`src/hw/rtl/mtfbl_pkg.sv`:
```
`timescale 1ns / 1ps
// ----------------------------------------------------------------------------
// mtfbl_pkg
// Shared types for the move-to-front/back list: request codes, controller
// states and the command/status bundles between controller and datapath.
// ----------------------------------------------------------------------------
package mtfbl_pkg;

    localparam int FUNC_W = 2;
    localparam int ID_W   = 8;
    localparam int ELEM_W = 5;
    localparam int CNT_W  = 5;

    typedef enum logic [FUNC_W-1:0] {
        FN_FRONT   = 2'd0,
        FN_BACK    = 2'd1,
        FN_READ    = 2'd2,
        FN_RESTART = 2'd3
    } t_func;

    typedef enum logic [1:0] {
        ST_IDLE,
        ST_EXEC,
        ST_READ
    } t_state;

    typedef struct packed {
        logic latch;
        logic exec;
        logic emit;
    } t_cmd;

    typedef struct packed {
        logic out_free;
        logic func_read;
        logic read_last;
    } t_sts;

endpackage

```
`src/hw/rtl/move_to_front_back_list_core.sv`:
```
`timescale 1ns / 1ps
// ----------------------------------------------------------------------------
// move_to_front_back_list_core
// A move or restart is latched on accept and run in ST_EXEC once the output
// slot is free; its status is then registered. Read-out gives one entry per
// cycle out of the cell row unless stalled; no request is taken until done.
// Reset: synchronous, active low; list is 1..SIZE, length min(16, SIZE),
// count register 16.
// ----------------------------------------------------------------------------
module move_to_front_back_list_core #(
    parameter int SIZE = 16
) (
    input  logic                          i_clk,
    input  logic                          i_rst_n,
    input  logic                          i_cfg_we,
    input  logic [mtfbl_pkg::CNT_W-1:0]   i_cfg_data,
    input  logic                          i_in_valid,
    output logic                          o_in_stall,
    input  logic [mtfbl_pkg::FUNC_W-1:0]  i_func,
    input  logic [mtfbl_pkg::ID_W-1:0]    i_element_id,
    output logic                          o_out_valid,
    input  logic                          i_out_stall,
    output logic [mtfbl_pkg::ELEM_W-1:0]  o_element,
    output logic                          o_last,
    output logic                          o_status
);

    mtfbl_pkg::t_cmd w_cmd;
    mtfbl_pkg::t_sts w_sts;

    mtfbl_ctrl u_ctrl (
        .i_clk      (i_clk),
        .i_rst_n    (i_rst_n),
        .i_in_valid (i_in_valid),
        .o_in_stall (o_in_stall),
        .i_sts      (w_sts),
        .o_cmd      (w_cmd)
    );

    mtfbl_dpath #(
        .SIZE (SIZE)
    ) u_dpath (
        .i_clk        (i_clk),
        .i_rst_n      (i_rst_n),
        .i_cfg_we     (i_cfg_we),
        .i_cfg_data   (i_cfg_data),
        .i_func       (i_func),
        .i_element_id (i_element_id),
        .i_cmd        (w_cmd),
        .o_sts        (w_sts),
        .o_out_valid  (o_out_valid),
        .i_out_stall  (i_out_stall),
        .o_element    (o_element),
        .o_last       (o_last),
        .o_status     (o_status)
    );

    a_one_cmd: assert property (@(posedge i_clk) disable iff (!i_rst_n)
        !(w_cmd.exec && w_cmd.emit))
        else $error("exec and emit issued together");

    a_slot_free: assert property (@(posedge i_clk) disable iff (!i_rst_n)
        (w_cmd.exec || w_cmd.emit) |-> w_sts.out_free)
        else $error("result loaded into an occupied output slot");

    a_busy_after_accept: assert property (@(posedge i_clk) disable iff (!i_rst_n)
        (i_in_valid && !o_in_stall) |=> o_in_stall)
        else $error("request accepted while previous one still running");

    a_exec_result: assert property (@(posedge i_clk) disable iff (!i_rst_n)
        w_cmd.exec |=> (o_out_valid && o_last && (o_element == '0)))
        else $error("move or restart result malformed");

    a_read_last: assert property (@(posedge i_clk) disable iff (!i_rst_n)
        (w_cmd.emit && w_sts.read_last) |=> (o_out_valid && o_last))
        else $error("final read-out entry not marked last");

endmodule

```
`src/hw/rtl/mtfbl_ctrl.sv`:
```
`timescale 1ns / 1ps
// ----------------------------------------------------------------------------
// mtfbl_ctrl
// Sequencer: takes one request, runs the list update or steps the read-out
// one entry per free output slot, then returns to idle.
// ----------------------------------------------------------------------------
module mtfbl_ctrl (
    input  logic            i_clk,
    input  logic            i_rst_n,
    input  logic            i_in_valid,
    output logic            o_in_stall,
    input  mtfbl_pkg::t_sts i_sts,
    output mtfbl_pkg::t_cmd o_cmd
);

    mtfbl_pkg::t_state r_state;
    mtfbl_pkg::t_state n_state;

    always_ff @(posedge i_clk) begin
        if (!i_rst_n) begin
            r_state <= mtfbl_pkg::ST_IDLE;
        end else begin
            r_state <= n_state;
        end
    end

    always_comb begin
        n_state    = r_state;
        o_cmd      = '0;
        o_in_stall = 1'b1;
        case (r_state)
            mtfbl_pkg::ST_IDLE: begin
                o_in_stall = 1'b0;
                if (i_in_valid) begin
                    o_cmd.latch = 1'b1;
                    n_state     = mtfbl_pkg::ST_EXEC;
                end
            end
            mtfbl_pkg::ST_EXEC: begin
                if (i_sts.out_free) begin
                    if (i_sts.func_read) begin
                        o_cmd.emit = 1'b1;
                        n_state    = i_sts.read_last ? mtfbl_pkg::ST_IDLE
                                                     : mtfbl_pkg::ST_READ;
                    end else begin
                        o_cmd.exec = 1'b1;
                        n_state    = mtfbl_pkg::ST_IDLE;
                    end
                end
            end
            mtfbl_pkg::ST_READ: begin
                if (i_sts.out_free) begin
                    o_cmd.emit = 1'b1;
                    if (i_sts.read_last) begin
                        n_state = mtfbl_pkg::ST_IDLE;
                    end
                end
            end
            default: begin
                n_state = mtfbl_pkg::ST_IDLE;
            end
        endcase
    end

endmodule

```
`src/hw/rtl/mtfbl_dpath.sv`:
```
`timescale 1ns / 1ps
// ----------------------------------------------------------------------------
// mtfbl_dpath
// Row of list cells with parallel compare against the request identifier,
// a shift for front/back moves, restart refill, read-out index and
// the output register.
// ----------------------------------------------------------------------------
module mtfbl_dpath #(
    parameter int SIZE = 16
) (
    input  logic                          i_clk,
    input  logic                          i_rst_n,
    input  logic                          i_cfg_we,
    input  logic [mtfbl_pkg::CNT_W-1:0]   i_cfg_data,
    input  logic [mtfbl_pkg::FUNC_W-1:0]  i_func,
    input  logic [mtfbl_pkg::ID_W-1:0]    i_element_id,
    input  mtfbl_pkg::t_cmd               i_cmd,
    output mtfbl_pkg::t_sts               o_sts,
    output logic                          o_out_valid,
    input  logic                          i_out_stall,
    output logic [mtfbl_pkg::ELEM_W-1:0]  o_element,
    output logic                          o_last,
    output logic                          o_status
);

    localparam int EW      = $clog2(SIZE + 1);
    localparam int IW      = $clog2(SIZE);
    localparam int LW      = EW;
    localparam int LEN_RST = (SIZE < 16) ? SIZE : 16;
    localparam int ID_EXT  = mtfbl_pkg::ID_W;

    logic [EW-1:0]                  r_order [SIZE];
    logic [EW-1:0]                  n_order [SIZE];
    logic [EW-1:0]                  w_prev  [SIZE];
    logic [EW-1:0]                  w_next  [SIZE];
    logic [LW-1:0]                  r_len;
    logic [LW-1:0]                  n_len;
    logic [mtfbl_pkg::CNT_W-1:0]    r_active;
    mtfbl_pkg::t_func               r_func;
    logic [mtfbl_pkg::ID_W-1:0]     r_id;
    logic [IW-1:0]                  r_idx;
    logic                           r_out_valid;
    logic [mtfbl_pkg::ELEM_W-1:0]   r_out_element;
    logic                           r_out_last;
    logic                           r_out_status;

    logic [SIZE-1:0]                w_hit;
    logic [IW-1:0]                  w_pos;
    logic                           w_found;
    logic [IW-1:0]                  w_tail;
    logic [LW-1:0]                  w_len_m1;
    logic [LW-1:0]                  w_count;

    assign w_len_m1 = r_len - LW'(1);
    assign w_tail   = w_len_m1[IW-1:0];

    genvar g;
    generate
        for (g = 0; g < SIZE; g++) begin : g_cell
            assign w_hit[g] = (ID_EXT'(r_order[g]) == r_id) && (LW'(g) < r_len);
            if (g == 0) begin : g_first
                assign w_prev[g] = r_id[EW-1:0];
            end else begin : g_mid_p
                assign w_prev[g] = r_order[g-1];
            end
            if (g == SIZE - 1) begin : g_lastc
                assign w_next[g] = r_id[EW-1:0];
            end else begin : g_mid_n
                assign w_next[g] = r_order[g+1];
            end
        end
    endgenerate

    always_comb begin
        w_pos = '0;
        for (int i = 0; i < SIZE; i++) begin
            if (w_hit[i]) begin
                w_pos = w_pos | IW'(i);
            end
        end
    end

    assign w_found = |w_hit;

    always_comb begin
        if (r_active == '0) begin
            w_count = LW'(1);
        end else if (32'(r_active) > SIZE) begin
            w_count = LW'(SIZE);
        end else begin
            w_count = LW'(r_active);
        end
    end

    always_comb begin
        n_len = r_len;
        for (int i = 0; i < SIZE; i++) begin
            n_order[i] = r_order[i];
        end
        if (i_cmd.exec) begin
            case (r_func)
                mtfbl_pkg::FN_FRONT: begin
                    if (w_found) begin
                        for (int i = 0; i < SIZE; i++) begin
                            if (IW'(i) <= w_pos) begin
                                n_order[i] = w_prev[i];
                            end
                        end
                    end
                end
                mtfbl_pkg::FN_BACK: begin
                    if (w_found) begin
                        for (int i = 0; i < SIZE; i++) begin
                            if (IW'(i) == w_tail) begin
                                n_order[i] = r_id[EW-1:0];
                            end else if (IW'(i) >= w_pos && IW'(i) < w_tail) begin
                                n_order[i] = w_next[i];
                            end
                        end
                    end
                end
                mtfbl_pkg::FN_RESTART: begin
                    for (int i = 0; i < SIZE; i++) begin
                        n_order[i] = EW'(i + 1);
                    end
                    n_len = w_count;
                end
                default: begin
                end
            endcase
        end
    end

    always_ff @(posedge i_clk) begin
        if (!i_rst_n) begin
            for (int i = 0; i < SIZE; i++) begin
                r_order[i] <= EW'(i + 1);
            end
            r_len    <= LW'(LEN_RST);
            r_active <= mtfbl_pkg::CNT_W'(16);
        end else begin
            for (int i = 0; i < SIZE; i++) begin
                r_order[i] <= n_order[i];
            end
            r_len <= n_len;
            if (i_cfg_we) begin
                r_active <= i_cfg_data;
            end
        end
    end

    always_ff @(posedge i_clk) begin
        if (i_cmd.latch) begin
            r_func <= mtfbl_pkg::t_func'(i_func);
            r_id   <= i_element_id;
            r_idx  <= '0;
        end else if (i_cmd.emit) begin
            r_idx  <= r_idx + IW'(1);
        end
    end

    always_ff @(posedge i_clk) begin
        if (!i_rst_n) begin
            r_out_valid <= 1'b0;
        end else if (i_cmd.exec || i_cmd.emit) begin
            r_out_valid <= 1'b1;
        end else if (!i_out_stall) begin
            r_out_valid <= 1'b0;
        end
    end

    always_ff @(posedge i_clk) begin
        if (i_cmd.exec) begin
            r_out_element <= '0;
            r_out_last    <= 1'b1;
            r_out_status  <= (r_func != mtfbl_pkg::FN_RESTART) && !w_found;
        end else if (i_cmd.emit) begin
            r_out_element <= mtfbl_pkg::ELEM_W'(r_order[r_idx]);
            r_out_last    <= (r_idx == w_tail);
            r_out_status  <= 1'b0;
        end
    end

    assign o_sts.out_free  = !r_out_valid || !i_out_stall;
    assign o_sts.func_read = (r_func == mtfbl_pkg::FN_READ);
    assign o_sts.read_last = (r_idx == w_tail);

    assign o_out_valid = r_out_valid;
    assign o_element   = r_out_element;
    assign o_last      = r_out_last;
    assign o_status    = r_out_status;

endmodule

```
`config.mk`:
```
export PLATFORM = sky130hd
export DESIGN_NAME = move_to_front_back_list_core
export DESIGN_NICKNAME = d
export VERILOG_FILES = /design/src/hw/rtl/mtfbl_pkg.sv /design/src/hw/rtl/move_to_front_back_list_core.sv /design/src/hw/rtl/mtfbl_ctrl.sv /design/src/hw/rtl/mtfbl_dpath.sv
export SDC_FILE = /design/constraint.sdc
export NUM_CORES = 1
export LEC_CHECK = 0
export BUFFER_PORTS_ARGS = -buffer_cell sky130_fd_sc_hd__buf_2
export CORE_MARGIN = 3
export CORE_UTILIZATION = 50
export DETAILED_ROUTE_END_ITERATION = 10
export PLACE_DENSITY_LB_ADDON = 0.25
export SLEW_MARGIN = 10
export SYNTH_ARGS = -nofsm -noshare
export SYNTH_HDL_FRONTEND = slang
export SYNTH_SLANG_ARGS = --single-unit
```
`constraint.sdc`:
```
create_clock -name i_clk -period 6.6 [get_ports i_clk]
set_input_delay 0.66 -clock i_clk [delete_from_list [all_inputs] [get_ports i_clk]]
set_output_delay 0.66 -clock i_clk [all_outputs]
set_load 0.005 [all_outputs]
```
# Yosys cells after proc, flatten, opt, wreduce, memory -nomap -nowiden
# Memories as Yosys holds them, arrays and structs flattened. A register that Yosys moved wholly into a read port is not among the register bits.
# Index checks and enable logic that the tools add are counted.
word_totals:
  register_bits: 29
  latch_bits: 0
  output_inout_bits: 9
  wordCells: 289
  mem_count: 1
  rom_bits: 0
  mem_bits_rw: 80
mem_list:
  columns: ["memory", "words", "word_bits", "rd", "rd_clocked_by_memory_dff", "wr", "line_no", "text"]
  rows:
  - ["u_dpath.r_order", 16, 5, 17, 1, 16, "mtfbl_dpath.sv:32", "logic [EW-1:0] r_order [SIZE];"]
op_classes:
  mux: 107
  n_lt_le_gt_ge: 65
  add_sub_neg: 2
  n_eq_ne: 43
  bitwise: 16
  reduce_logical: 46
  n_shift: 0
  div: 0
  n_mul: 0
op_table:
  columns: ["cell", "n"]
  rows:
  - ["$mux 5", 66]
  - ["$mux 80", 3]
  - ["$pmux 80 s3", 1]
  - ["$eq 5x8->1", 16]
  - ["$lt 4x5->1 const A", 8]
  - ["$logic_and 1x1->1", 33]
  - ["$eq 4x4->1 const A", 8]
  - ["$ge 4x4->1 const A", 8]
  - ["$le 4x4->1 const A", 8]
  - ["$lt 4x4->1 const A", 8]
  - ["$mux 4", 8]
  - ["$lt 3x5->1 const A", 4]
  - ["$mux 2", 9]
  - ["$eq 3x4->1 const A", 4]
  - ["$ge 3x4->1 const A", 4]
  - ["$le 3x4->1 const A", 4]
  - ["$lt 3x4->1 const A", 4]
  - ["$or 1x1->1", 16]
  - ["$reduce_or 16->1", 1]
  - ["$mux 1", 14]
  - ["$mux 3", 4]
  - ["$lt 1x5->1 const A", 2]
  - ["$lt 2x5->1 const A", 2]
  - ["$eq 2x4->1 const A", 2]
  - ["25 further kinds", 42]

# Longest topological paths before layout
# Gate-level depths: netlist (run 1).
# An unclocked memory read counts as a cell.
logic_depth:
  word_depth: 26
  depth_mapped: 14
  ltp_nobuf: 10

# Cells and area by module
# From an unflattened synthesis (run 1), not the netlist that was laid out.
hier_totals:
  hier_cells: 1029
  area_unflattened_um2: 8893.5
modules_own_cells:
  columns: ["module", "cells_per_inst", "instances", "area_per_inst_um2"]
  rows:
  - ["mtfbl_dpath", 1003, 1, 8685.8]
  - ["mtfbl_ctrl", 26, 1, 207.7]

# Worst setup path after synthesis (run 1)
# OpenSTA, ideal clock, no wires.
synth_timing:
  path_kind: "reg2reg"
  from: "register u_dpath.r_id[7] in the netlist's numbering"
  to: "memory u_dpath.r_order[12][4] in the netlist's numbering"
  required_ns: 6.466
  path_slack_ns: 3.493
  path_stages_with_launch: 13
  path_buffers: 3
  arrival_time_ns: 2.973
  period_less_slack_ns: 3.107
  path_cell_list: "edfxtp_1 nor3_1 nand2_1 nor4_1 or4_1 buf_4 nor3_1 a21o_1 buf_4 or4_1 buf_2 a221oi_1 a211oi_1"
synth_rtl:
  columns: ["element", "line_no", "text"]
  rows:
  - ["from (decl)", "mtfbl_dpath.sv:40", "logic [mtfbl_pkg::ID_W-1:0] r_id;"]
  - ["from (signal assigned)", "mtfbl_dpath.sv:155", "r_id <= i_element_id;"]
  - ["to (decl)", "mtfbl_dpath.sv:32", null]

==> results of run 1 <==
power by group:
| part | switching (mW) | leakage (nW) | total [mW] | internal, mW |
|---|---|---|---|---|
| clock network | 0.362 | 0.280 | 0.919 | 0.558 |
| logic | 0.272 | 2.16 | 0.457 | 0.185 |
| registers | 0.0906 | 0.943 | 0.843 | 0.753 |
| total | 0.724 | 3.39 | 2.22 | 1.50 |
per-layer routing:
metal	GRT usage	share of wire	up-vias
met3	0.07079	0.10	88
met2	0.4772	0.43	497
li1	-	-	3602
met5	0	0	-
met4	0.1284	0.042	0
met1	0.4391	0.42	3791
critical path, cell delays in order, from the launching register on:
cell and delay (ps):
edfxtp_1 870, buf_4 390, xor2_1 170, nor4_1 100, or4_1 750, nor3_1 570, a21o_1 700, a311o_1 420
mux2_1 360
state kept, by name (all words and copies together), names as in the netlist:
name                 cells
u_dpath.r_order         80
u_dpath.r_id             8
u_dpath.o_element        5
u_dpath.r_active         5
u_dpath.r_len            5
u_dpath.r_idx            4
u_ctrl.r_state           2
u_dpath.r_func           2
u_dpath.o_last           1
u_dpath.o_out_valid      1
u_dpath.o_status         1
final cells by class:
class | instances | area (um2) | area share
timing repair buffer | 46 | 275.3 | 0.03027
sequential | 114 | 2392 | 0.2631
inverter | 34 | 127.6 | 0.01404
clock inverter | 15 | 158.9 | 0.01748
multi-input combinational | 748 | 5443 | 0.5986
clock buffer | 17 | 425.4 | 0.04679
tap | 216 | 270.3 | 0.02972
stage by stage:
| stage | total power, mW | hold slack (ps) | setup slack, ps | util | cells |
|---|---|---|---|---|---|
| 6_report | 2.220 | 411.3 | 2127 | 0.5662 | 1190 |
| 2_1_floorplan | 1.159 | 461.1 | 3493 | - | 975 |
| 3_5_place_dp | 1.299 | 469.6 | 2256 | 0.5297 | 1158 |
| 5_1_grt | 2.299 | 404.0 | 1908 | 0.5662 | 1190 |
| 3_3_place_gp | 1.297 | 458.8 | 2272 | 0.5297 | 1158 |
| 4_1_cts | 2.210 | 406.2 | 2200 | 0.5661 | 1190 |
kinds of logic (layout without fill, tap and decap cells):
kind of cell    after synthesis  after routing  synth area share
simple gates                284            284            0.1613
fa+ha+maj                     7              7           0.01054
xor+xnor                     91             91           0.09593
compound gates              283            283            0.2467
mux                          83             83            0.1395
buf+inv                     113            112           0.05813
flops                       114            114            0.2880
placed cells by master (no fill, tap or decap), drive strengths merged, types with 27 or more instances in the layout:
master,Yosys,routed
a21oi,77,77
buf,36,46
dfxtp,103,103
inv,31,34
mux2i,46,46
nand2,74,74
nor2,101,101
o21ai,34,34
o22ai,27,27
xnor2,55,55
xor2,36,36
worst max-delay path by stage:
stage	to	slack, ps	start
after floorplan	u_dpath.r_order[12][4]	3490	u_dpath.r_id[7]
after global placement	u_dpath.r_order[10][3]	2270	u_dpath.r_id[7]
after detailed placement	u_dpath.r_order[10][3]	2260	u_dpath.r_id[7]
after CTS	u_dpath.r_order[10][3]	2200	u_dpath.r_id[7]
after global routing	u_dpath.r_order[10][3]	1910	u_dpath.r_id[7]
final	u_dpath.r_order[4][0]	2130	u_dpath.r_id[0]
==> impl_metrics.json, run 1 <==
{
  "outcome": "completed",
  "syn-num-nets": 1002,
  "wl_per_cell_um": 24.26,
  "p_per_area_mw_per_mm2": 244.1,
  "antenna_cells": 0,
  "r2r_start": "u_dpath.r_id[0]",
  "synth_warnings": 0,
  "drtAntennaViolNets": 0,
  "clockBufferDepth": 2,
  "cp_max_fo": 14,
  "finalHoldViolCount": 0,
  "cts_hold_repair.buffers": 0,
  "avgSynthCellArea_um2": 8.521,
  "post-route-drc-count": 0,
  "yosysUniqueCellTypes": 71,
  "grt_pass1_vias": 7327,
  "grt_max_degree": 73,
  "drv_cap": 0,
  "io_pins": 29,
  "die_h_um": 134.9,
  "yosysTopAreaCellShare": 0.2482,
  "path_clk_slew_ps": 60,
  "reg2reg_slack_ps": 2130,
  "first_pass_iters": 6,
  "gr-usage-all-layers": 0.3163,
  "postPlaceCellArea_mm2": 0.008506,
  "overflow": 0,
  "worstSetupStartpointType": "register",
  "slew_headroom": 0.2455,
  "path_class": "register to register",
  "hold_start": "i_func[0]",
  "dr_total_vias": 7978,
  "cts-root-buf": "clkbuf_16",
  "nets": 988,
  "synth_top_area_cell": "dfxtp_1",
  "maxSlewViolCount": 0,
  "tightestPinTransition_ps": 1123,
  "synthArstFlopShare": 0,
  "nFillCells": 1469,
  "arrival_ps": 4780,
  "design_area_mm2": 0.009092,
  "r2r_end": "u_dpath.r_order[4][0]",
  "vias_per_cell": 6.704,
  "io_buffers": 28,
  "finalWirelength_um": 28870,
  "num_rows": 46,
  "skew_ps": 9.811,
  "die_w_um": 134.9,
  "start_util": 0.5174,
  "coreArea_mm2": 0.01606,
  "cts_buffers": 17,
  "yosysMostFrequentCell": "dfxtp_1",
  "cts_htree_levels": 4,
  "min_to": "u_dpath.r_func[0]",
  "clkSinkCount": 114,
  "place.gp.congestion": 1.042,
  "first_iter_violations": 991,
  "crit_required_ps": 6910,
  "period_share": 0.6777,
  "ys.flop_type": "dfxtp_1",
  "synth_area_leaders": "dfxtp_1 (25%), mux4_2 (6.8%), xnor2_1 (5.8%), mux2i_1 (5.5%), a21oi_1 (4.5%)",
  "synth_seq_cells": 114,
  "power.leakage_nw": 3.386,
  "antenna_found_initial": 0,
  "hpwl_um": 19330,
  "period_minus_slack_ps": 4473,
  "tns_ps": 0,
  "hold_class": "input pin to register",
  "drive_above_1_share": 0.1448,
  "max_freq_mhz": 223.6,
  "synthCells": 975,
  "yosysSeqAreaShare": 0.2880,
  "worstRegToRegCells": 8,
  "holdPathStages": 1,
  "clk-insertion-delay-late_ps": 430,
  "post_cts_buffers": 0,
  "synth_common_cells": "dfxtp_1 (103), nor2_1 (100), a21oi_1 (75)",
  "grt_pass1_wl_um": 44530,
  "ir_drop_uv": 194.2,
  "die_area_mm2": 0.01820,
  "synth_area_mm2": 0.008308,
  "synth-edff-count": 11,
  "cts_tree": "done",
  "endpoint_kind": "register",
  "rsz0062_at_grt": "false",
  "ctsResizeCount": 0,
  "setup_viol": 0,
  "area_growth_pct": 9.443
}
(Power assumes the default switching activity.)
==> run 2, diff against run 1 <==
==> constraint.sdc (replaced) <==
create_clock -name i_clk -period 4.2 [get_ports i_clk]
set_input_delay 0.42 -clock i_clk [delete_from_list [all_inputs] [get_ports i_clk]]
set_output_delay 0.42 -clock i_clk [all_outputs]
set_load 0.005 [all_outputs]
==> run 2 against run 1 <==
Against the previous run:
- clock power is 60% higher
- worst setup slack got worse by 1700 ps
- combinational power is 64% higher
- die area unchanged
- critical path type unchanged
- final area rose by 2.3%
- largest power group unchanged
- global-route usage fell by 0.31 points
- power up 59%
- via count rose by 1.1%
- largest cell class unchanged
- count of clock-buffer cells in the layout up 2
- critical path depth grew 1
==> impl_metrics.json, run 2 (synthesis gave the netlist of run 1 again) <==
{
  "outcome": "completed",
  "rsz0062_at_grt": "false",
  "antenna_found_initial": 0,
  "drv_cap": 0,
  "drtAntennaViolNets": 0,
  "grt_pass1_wl_um": 43770,
  "drive_above_1_share": 0.1603,
  "io_buffers": 28,
  "first_pass_iters": 5,
  "finalWirelength_um": 28610,
  "max_freq_mhz": 263.9,
  "path_class": "register to register",
  "cts_tree": "done",
  "io_pins": 29,
  "vias_per_cell": 6.646,
  "cts-root-buf": "clkbuf_16",
  "worstSetupStartpointType": "register",
  "crit_buf_inv": 1,
  "reg.largest.list": "u_dpath.r_order: 80 flops, u_dpath.r_id: 8 flops",
  "cts_hold_repair.buffers": 0,
  "hold_ws_ps": 172.1,
  "start_util": 0.5174,
  "grt_pass1_vias": 7438,
  "die_w_um": 134.9,
  "layout_commonest_cell": "dfxtp_1",
  "cp_num_cells": 9,
  "power.leakage_nw": 3.523,
  "coreArea_mm2": 0.01606,
  "crit_required_ps": 4510,
  "finalHoldViolCount": 0,
  "period_share": 0.9022,
  "hold_class": "input pin to register",
  "tns_ps": 0,
  "cpMaxStageDelayCell": "edfxtp_1",
  "p_per_area_mw_per_mm2": 379.2,
  "postPlaceCellArea_mm2": 0.008723,
  "dr_total_vias": 8068,
  "area_growth_pct": 11.94,
  "critPathTopFamily": "simple AND/OR/NAND/NOR gates",
  "critPathMaxStageDelay_ps": 820,
  "wl_per_cell_um": 23.57,
  "clkSinkCount": 114,
  "clk-insertion-delay-late_ps": 430,
  "clockBufferDepth": 2,
  "holdPathStages": 1,
  "gr-usage-all-layers": 0.3132,
  "hpwl_um": 19580,
  "worstRegToRegCells": 9,
  "die_h_um": 134.9,
  "endpoint_kind": "register",
  "place.gp.congestion": 1.025,
  "largest_register": "u_dpath.r_order",
  "skew_ps": 8.920,
  "setup_viol": 0,
  "ir_drop_uv": 298.4,
  "post_cts_buffers": 0,
  "cts_buffers": 17,
  "maxSlewViolCount": 0,
  "ctsResizeCount": 0,
  "first_iter_violations": 1056,
  "period_minus_slack_ps": 3789,
  "cts_htree_levels": 4,
  "grt_max_degree": 69,
  "design_area_mm2": 0.009300,
  "largest_register_ffs": 80,
  "path_cells": "xnor2_1 > o2111ai_1 > nor4_1 > or4_1 > nor3_2 > buf_4 > a21oi_1 > o211ai_1 > mux2_2",
  "nets": 1012,
  "path_clk_slew_ps": 50,
  "antenna_cells": 0,
  "tightestPinTransition_ps": 1107,
  "die_area_mm2": 0.01820,
  "arrival_ps": 4100,
  "cp_max_fo": 10,
  "slew_headroom": 0.2590,
  "nFillCells": 1409,
  "layout_common_cells": "dfxtp_1 (103), nor2_1 (100), a21oi_1 (75)",
  "num_rows": 46,
  "post-route-drc-count": 0,
  "overflow": 0
}
[run 2: changes by cell type in the layout (fill, tap and decap cells not counted), moves of 2 or more]
cell / before / now
clkbuf_1: 0 / 2
clkinv_4: 4 / 1
buf_12: 0 / 3
clkinv_2: 3 / 6
clkinv_1: 3 / 5
inv_6: 3 / 0
clkinvlp_4: 3 / 1
buf_4: 18 / 39
[run 2: worst reg2reg max path, stage by stage, from the launching register on]
cell       delay, ps
edfxtp_1         820
xnor2_1          160
o2111ai_1        130
nor4_1           110
or4_1            600
nor3_2           470
buf_4            250
a21oi_1           90
o211ai_1         610
mux2_2           420
[run 2: layout make-up]
class                           count  area, um2  share of cell area
Sequential cell                   114       2392              0.2572
Clock buffer                       19      432.9             0.04655
Tap cell                          216      270.3             0.02906
Timing Repair Buffer               70      493.0             0.05301
Multi-Input combinational cell    748       5440              0.5850
Inverter                           34      127.6             0.01372
Clock inverter                     13      143.9             0.01547
[run 2: path summary, 6_finish.rpt]
check	from	endpoint	slack (ps)
max	u_dpath.r_id[1]	u_dpath.r_order[14][3]	410
min	i_element_id[2]	u_dpath.r_id[2]	170
max reg2reg	u_dpath.r_id[1]	u_dpath.r_order[14][3]	410
min reg2reg	u_dpath.o_last	u_dpath.o_last	470
[run 2: per-stage QoR]
| stage | std cells | utilization | setup WS, ps | power, mW |
|---|---|---|---|---|
| floorplan | 975 | - | 1093 | 1.822 |
| global placement | 1182 | 0.5432 | 498.7 | 2.050 |
| detailed placement | 1182 | 0.5432 | 506.8 | 2.057 |
| CTS | 1214 | 0.5792 | 466.9 | 3.507 |
| global route | 1214 | 0.5792 | 174.1 | 3.640 |
| finish | 1214 | 0.5792 | 410.9 | 3.527 |
[run 2: per-layer routing]
layer | GRT usage | wire length, um | vias up | share of wire
met5 | 0 | 0 | - | 0
met4 | 0.1414 | 1117 | 0 | 0.039
met3 | 0.07973 | 2931 | 72 | 0.10
met2 | 0.4686 | 12550 | 509 | 0.44
met1 | 0.4266 | 12010 | 3823 | 0.42
li1 | - | - | 3664 | -
[run 2: power by group]
group	switching, mW	internal (mW)	leakage (nW)
Combinational	0.437	0.312	2.29
Sequential	0.129	1.18	0.943
Clock	0.544	0.921	0.285
